`config.mk`:
```
export PLATFORM = sky130hd
export DESIGN_NAME = fdtd_cell
export DESIGN_NICKNAME = d
export VERILOG_FILES = /design/src/hdl/fdtd_pkg.sv /design/src/hdl/fdtd_cell.sv
export SDC_FILE = /design/constraint.sdc
export NUM_CORES = 1
export LEC_CHECK = 0
export BUFFER_PORTS_ARGS = -buffer_cell sky130_fd_sc_hd__buf_2
export CORE_MARGIN = 2
export CORE_UTILIZATION = 62
export CTS_CLUSTER_SIZE = 10
export DETAILED_ROUTE_END_ITERATION = 16
export GPL_ROUTABILITY_DRIVEN = 1
export PLACE_DENSITY_LB_ADDON = 0.25
export SLEW_MARGIN = 30
export SYNTH_ARGS = -nofsm -noshare
export SYNTH_HDL_FRONTEND = slang
export SYNTH_SLANG_ARGS = --single-unit
```
`constraint.sdc`:
```
create_clock -name clk -period 7.6 [get_ports clk]
set_input_delay 1.52 -clock clk [delete_from_list [all_inputs] [get_ports clk]]
set_output_delay 1.52 -clock clk [all_outputs]
set_load 0.02 [all_outputs]
```
`src/hdl/fdtd_pkg.sv`:
```
`default_nettype none

package fdtd_pkg;

  // Width of the reported field value and of the probe register.
  localparam int OUT_BITS   = 24;
  localparam int PROBE_BITS = 8;

  localparam logic [PROBE_BITS-1:0] PROBE_RESET = 8'd50;

  // Sequencer phases.
  localparam logic [1:0] PH_IDLE = 2'd0;
  localparam logic [1:0] PH_E    = 2'd1;
  localparam logic [1:0] PH_OUT  = 2'd2;

  // Strobes broadcast to every cell of the row.
  typedef struct packed {
    logic clear;
    logic upd_h;
    logic upd_e;
  } cell_ctl_t;

endpackage

`default_nettype wire

```
`src/hdl/fdtd_cell.sv`:
```
`default_nettype none

module fdtd_cell #(
  parameter int FIELD_BITS = 24,
  parameter bit FIRST      = 1'b0,
  parameter bit LAST       = 1'b0
) (
  input  wire logic                         clk,
  input  wire logic                         rst,
  input  wire fdtd_pkg::cell_ctl_t          ctl,
  input  wire logic signed [FIELD_BITS-1:0] src,
  input  wire logic signed [FIELD_BITS-1:0] e_right,
  input  wire logic signed [FIELD_BITS-1:0] h_left,
  output logic signed [FIELD_BITS-1:0]      e,
  output logic signed [FIELD_BITS-1:0]      h
);

  localparam int SUM_BITS = FIELD_BITS + 2;

  // The last cell is the wall: its scaled H never leaves zero.
  if (LAST) begin : g_wall
    assign h = '0;
  end else begin : g_h
    logic signed [SUM_BITS-1:0]   h_sum;
    logic signed [FIELD_BITS-1:0] h_sat;
    logic                         h_fits;

    always_comb begin
      h_sum  = {{2{h[FIELD_BITS-1]}}, h} + {{2{e_right[FIELD_BITS-1]}}, e_right}
             - {{2{e[FIELD_BITS-1]}}, e};
      h_fits = (&h_sum[SUM_BITS-1:FIELD_BITS-1]) | ~(|h_sum[SUM_BITS-1:FIELD_BITS-1]);
      h_sat  = h_fits ? h_sum[FIELD_BITS-1:0]
                      : {h_sum[SUM_BITS-1], {(FIELD_BITS-1){~h_sum[SUM_BITS-1]}}};
    end

    always_ff @(posedge clk) begin
      if (rst || ctl.clear) begin
        h <= '0;
      end else if (ctl.upd_h) begin
        h <= h_sat;
      end
    end
  end

  // Cell 0 takes the source sample instead of the curl update.
  if (FIRST) begin : g_src
    always_ff @(posedge clk) begin
      if (rst || ctl.clear) begin
        e <= '0;
      end else if (ctl.upd_e) begin
        e <= src;
      end
    end
  end else begin : g_e
    logic signed [SUM_BITS-1:0]   e_sum;
    logic signed [FIELD_BITS-1:0] e_sat;
    logic                         e_fits;

    always_comb begin
      e_sum  = {{2{e[FIELD_BITS-1]}}, e} + {{2{h[FIELD_BITS-1]}}, h}
             - {{2{h_left[FIELD_BITS-1]}}, h_left};
      e_fits = (&e_sum[SUM_BITS-1:FIELD_BITS-1]) | ~(|e_sum[SUM_BITS-1:FIELD_BITS-1]);
      e_sat  = e_fits ? e_sum[FIELD_BITS-1:0]
                      : {e_sum[SUM_BITS-1], {(FIELD_BITS-1){~e_sum[SUM_BITS-1]}}};
    end

    always_ff @(posedge clk) begin
      if (rst || ctl.clear) begin
        e <= '0;
      end else if (ctl.upd_e) begin
        e <= e_sat;
      end
    end
  end

endmodule

`default_nettype wire

```
==> results of run 1 <==
-- sequential cells by signal, indices dropped and copies added (netlist names) --
register and cells:
h 24, e 24
-- layer usage --
| layer | GRT usage [%] | wire (um) |
|---|---|---|
| met1 | 40.0 | 6850 |
| met2 | 56.2 | 8160 |
| met3 | 4.09 | 1170 |
| met4 | 12.8 | 673 |
| met5 | 0 | 27 |
-- power breakdown --
part | switching, W | total [W] | internal, W
sequential | 0.0000348 | 0.000319 | 0.000284
clock | 0.000100 | 0.000163 | 0.0000628
combinational | 0.000919 | 0.00149 | 0.000567
-- cell usage after synthesis, types with 4 or more instances --
library cell	count	area [um^2]
o21ai_0	49	245
nand3_1	10	50.1
a21oi_2	21	184
nor2_1	33	124
a31oi_1	6	37.5
inv_1	178	668
nand4_1	7	43.8
or3_1	4	25.0
clkbuf_1	21	78.8
xnor2_1	26	228
and3_1	6	37.5
xor2_1	14	123
nor3_1	11	55.1
buf_2	4	20.0
a21oi_1	46	230
nand2_1	38	143
o21ai_1	4	20.0
a21o_1	21	158
buf_6	4	45.0
o21a_1	5	37.5
a211oi_1	10	75.1
a221oi_1	7	61.3
fa_1	48	961
o211ai_1	31	233
ha_1	52	651
a221oi_2	9	135
dfxtp_1	48	961
-- tightest hold or removal path: stages, from the launching register on --
cell     delay, ns
dfxtp_1       0.33
nand2_1       0.07
a21oi_1       0.06
-- path summary, 6_finish.rpt --
path | start | endpoint | slack, ns | cells after the start
worst min-delay path | h[8] | h[8] | 0.50 | 2
worst max register to register | h[1] | h[18] | 3.17 | 13
worst min register to register | h[8] | h[8] | 0.50 | 2
worst max-delay path | e_right[1] | h[18] | 2.30 | 14
-- cells in the final DEF (no fill, tap or decap), types with 3 or more instances in the layout --
cell type,n
buf_2,100
inv_1,178
a221oi_2,9
dfxtp_1,48
a21o_1,21
nor3_1,11
xor2_1,14
o21a_1,5
o21ai_1,4
o21bai_1,3
o211ai_1,31
and2_1,3
xnor2_1,26
fa_1,48
buf_4,3
a221oi_1,7
nand4_1,7
nor2b_1,3
ha_1,52
or3_1,4
a211oi_1,10
and3_1,6
a21oi_1,46
a21oi_2,21
nand3_1,10
o21ai_0,49
a31oi_1,6
clkbuf_8,5
o22ai_1,3
o32ai_1,3
nor2_1,33
nand2_1,38
-- per-stage QoR --
stage	hold slack, ns	instance area (um^2)	setup slack (ns)	util (%)
6_report	0.504	6800	2.30	69.8
2_1_floorplan	0.553	6170	2.87	-
3_3_place_gp	0.471	6710	2.12	69.0
3_5_place_dp	0.483	6710	2.03	69.0
5_1_grt	0.543	6800	2.16	69.8
4_1_cts	0.497	6790	2.35	69.8
-- layout make-up --
class / instances / area [um^2] / area share (%)
inverter: 179 / 672 / 9.89
multi-input combinational: 513 / 4390 / 64.6
tap: 133 / 166 / 2.45
sequential: 48 / 961 / 14.1
clock buffer: 5 / 68.8 / 1.01
timing repair buffer: 103 / 523 / 7.70
clock inverter: 2 / 12.5 / 0.184
-- kinds of logic (layout without fill, tap and decap cells) --
group	after synthesis	after routing	synth area share (%)
compound gates	241	241	28.4
buf+inv	209	289	13.3
mux	2	2	0.405
fa+ha+maj	101	101	26.3
simple gates	129	129	10.3
flops	48	48	15.6
xor+xnor	40	40	5.68
==> metrics, run 1 <==
ant diodes 0; syn_area_per_cell 8.01 um^2; Final nets slightly above 1000; largest net degree at the start of global routing 28; clk slew on worst S/H paths 0.10 ns; CTS root buffer clkbuf_8; Post-Syn Nets 947; TritonCTS clock tree done; ys flop type dfxtp_1; fmax 189 MHz; WP data arrival 5.54 ns; postcts setup bufs 0; Static Leakage around 3.4 nW; register area share after synthesis 15.6%; WL final approximately 17000 um; Setup Viol. Count Final 0; Tmin final 5.30 ns; slowest stage delay, CP 0.63 ns; clk_lat worst skew 0.32 ns; maximum fanout along the worst path 13; vias in the first global route 5771; PnR Total Power 0.00197 W; CP Launch Type primary input; initial core utilization 63.4%; final hold violation count 0; Slew HR around a third; post-synth cell types 67; area growth from synthesis to layout 10.1%; Synthesis Warnings 0; Die Y 104 um; CP bufs+invs 3; Rows 36; Filler Cells Inserted 842; hold buffers post-CTS 0; first-pass GRT wire length 27900 um; Post-Syn Area 6170 um^2; DR WL/cell about 17 um; CTS H-tree depth 2; Worst Path Required 7.84 ns; max-cap violation count 0; die span in x between 100 and 150 um; 1st-iter DRT viols 367; DR pass1 iterations 5; PortBufs 100; DRC 0; total number of vias between 5000 and 6000; Routed Antenna Nets 0; GRT Overall Usage 32.0%; dpl hpwl 13200 um; DR vias/cell ~6; fin cells 983; Resize count post-CTS 0; VDD IR max 149 uV; Async SR Flop Fraction 0%; DIE AREA 10800 um^2; worst hold path type flip-flop to flip-flop; clk sinks 48; Final period util a little over two thirds; Final GP Congestion 1.01; cell at the slowest stage of the critical path o21ai_2; antenna violations before repair 2; Synth Register Bits 48; Cell Chain, Critical Path buf_2, inv_1, fa_1, inv_1, ha_1, a211oi_1, o211ai_1, a31oi_1, a31oi_1, a2111oi_4, xnor2_1, o21ai_2, o21ai_1, a211oi_1; outcome completed; Mapped Cells 770; Worst setup EP type flip-flop; EDFF count, synth 0; GRT overflow 0; core footprint 9730 um^2; Crit path max-delay family compound AO/OA/AOI/OAI gates; Final TNS setup 0 ns; Power Dens Cells 290 nW/um^2; placed cells around 980; top-level I/O count roughly 130; TritonCTS Buffers 5; clock buffer depth 2; RSZ-0062 raised after global routing no; kind of critical path primary input to flip-flop; share of layout cells above drive strength 1 18.6%; final clock skew roughly 0.013 ns; slew of the pin with the lowest slew margin 0.985 ns; Slew Limit Fails 0
Note: power is estimated with default switching activity, not from simulation.
==> run 2, diff against run 1 <==
CORE_UTILIZATION = 57   (was 62)
clock period = 5.1 ns   (was 7.6 ns; I/O delays follow)
==> metrics, run 2 (synthesis gave the netlist of run 1 again) <==
Tmin final around 4.4 ns; RSZ-0062 raised after global routing no (unchanged); GRT overflow 0 (unchanged); initial core utilization 59.2% (was 63.4%); Final TNS setup 0 ns (unchanged); 1st-iter DRT viols 237 (was 367); first-pass GRT wire length 27200 um (was 27900 um); outcome completed (unchanged); max layer used met4 (was met5); reg2reg start e[4] (was h[1]); core footprint 10400 um^2 (was 9730 um^2); DR vias/cell 5.78 (was 5.92); clk_lat worst skew 0.32 ns (about the same); WL final 17000 um (was 16900 um); Slew HR 42.6% (was 34.3%); commonest non-fill, non-tap cell in the layout inv_1 (unchanged); fmax 230 MHz; FF-to-FF setup slack 1.06 ns (was 3.17 ns); DRC 0 (unchanged); ant diodes 0 (unchanged); DR pass1 iterations 4 (was 5); Power Dens Cells 437 nW/um^2 (was 290 nW/um^2); GRT Overall Usage 29.9% (was 32.0%); Resize count post-CTS 0 (unchanged); wl on met1 7300 um (was 6850 um); most frequent cells in the layout inv_1 (178), buf_2 (100), ha_1 (52), o21ai_0 (49) (unchanged); CP Launch Type primary input (unchanged); Critical path origin e_right[1] (unchanged); VDD IR max 260 uV (was 149 uV); PortBufs 100 (unchanged); vias in the first global route 5597 (was 5771); Rows 37 (was 36); Slew Limit Fails 0 (unchanged); CP bufs+invs 3 (unchanged); dpl hpwl 13200 um (about the same); postcts setup bufs 0 (unchanged); die span in x 108 um (was 104 um); slowest stage delay, CP 0.54 ns (was 0.63 ns); CTS root buffer clkbuf_8 (unchanged); met2 wire length 8030 um (was 8160 um); met3 wire len 954 um (was 1170 um); Worst setup EP type flip-flop (unchanged); Cell Chain, Critical Path buf_2, inv_1, fa_1, inv_1, ha_1, a211oi_1, o211ai_1, a31oi_1, a31oi_1, a2111oi_4, o31a_1, a21oi_4, nor2_4, a221oi_1 (was buf_2, inv_1, fa_1, inv_1, ha_1, a211oi_1, o211ai_1, a31oi_1, a31oi_1, a2111oi_4, xnor2_1, o21ai_2, o21ai_1, a211oi_1); DIE AREA 11700 um^2 (was 10800 um^2); WP data arrival 4.52 ns (was 5.54 ns); Static Leakage 3.44 nW (was 3.41 nW); Die Y 108 um (was 104 um); DR WL/cell 17.1 um (was 17.2 um); top-level I/O count 125 (unchanged); CTS H-tree depth 2 (unchanged); Crit path max-delay family compound AO/OA/AOI/OAI gates (unchanged); kind of critical path primary input to flip-flop (unchanged); cell at the slowest stage of the critical path fa_1 (was o21ai_2); Setup Viol. Count Final 0 (unchanged); final hold violation count 0 (unchanged); clock buffer depth 2 (unchanged); TritonCTS clock tree done (unchanged); Final GP Congestion 0.919 (was 1.01); largest net degree at the start of global routing 28 (unchanged); hold_ws 0.508 ns (was 0.504 ns); Worst Path Required 5.26 ns (was 7.84 ns); slew of the pin with the lowest slew margin 0.860 ns (was 0.985 ns); HP Start h[8] (unchanged); max-cap violation count 0 (unchanged); clk slew on worst S/H paths 0.10 ns (about the same); hold buffers post-CTS 0 (unchanged); clk sinks 48 (unchanged); TritonCTS Buffers 5 (unchanged); Routed Antenna Nets 0 (unchanged); PnR Total Power 0.00299 W (was 0.00197 W); total number of vias 5737 (was 5819); Final nets 1032 (was 1027); Final period util 85.4%; Largest regs e (24), h (24) (unchanged); area growth from synthesis to layout 11.1% (was 10.1%); maximum fanout along the worst path 17 (was 13); antenna violations before repair 0 (was 2); worst hold path type flip-flop to flip-flop (unchanged); final clock skew 0.00827 ns (was 0.0134 ns); share of layout cells above drive strength 1 19.0% (was 18.6%)
run 2: changes by cell type in the layout (fill, tap and decap cells not counted), sizes merged:
cell / change
buf: +5
inv: -1
clkinvlp: +1
clkbuf: +1
run 2: path summary, 6_finish.rpt:
check                             end  cells after the start
worst max register to register  e[22]                     14
worst min-delay path             h[8]                      2
worst min register to register   h[8]                      2
worst max-delay path             h[6]                     14
run 2: routing by layer:
| metal | GRT usage (%) | up-vias |
|---|---|---|
| met4 | 12.9 | 0 |
| met2 | 51.1 | 204 |
| met1 | 38.6 | 2723 |
| met3 | 2.95 | 37 |
| li1 | - | 2773 |
| met5 | 0 | - |
run 2: area by class of cell:
cell class	instances	area [um^2]
clock buffer	6	82.6
sequential	48	961
multi-input combinational	513	4390
clock inverter	2	15.0
timing repair buffer	108	561
tap	136	170
fill	922	3560
inverter	179	672
run 2: through the flow:
| stage | utilization [%] | setup slack (ns) | std cells | area (um^2) |
|---|---|---|---|---|
| after global routing | 65.8 | 0.551 | 992 | 6850 |
| after CTS | 65.7 | 0.384 | 992 | 6850 |
| after floorplan | - | 0.875 | 770 | 6170 |
| final | 65.8 | 0.743 | 992 | 6850 |
| after detailed placement | 64.8 | 0.0544 | 984 | 6750 |
| after global placement | 64.8 | 0.187 | 984 | 6750 |
run 2: tightest hold or removal path: stages (launching register included):
cell     delay, ns
dfxtp_1       0.35
nand2_1       0.07
a21oi_1       0.05
run 2: where the power goes:
| part | switching (W) | internal, W | leakage (nW) |
|---|---|---|---|
| Clock | 0.000158 | 0.000111 | 0.0434 |
| Sequential | 0.0000524 | 0.000424 | 0.393 |
| Combinational | 0.00138 | 0.000872 | 3.00 |
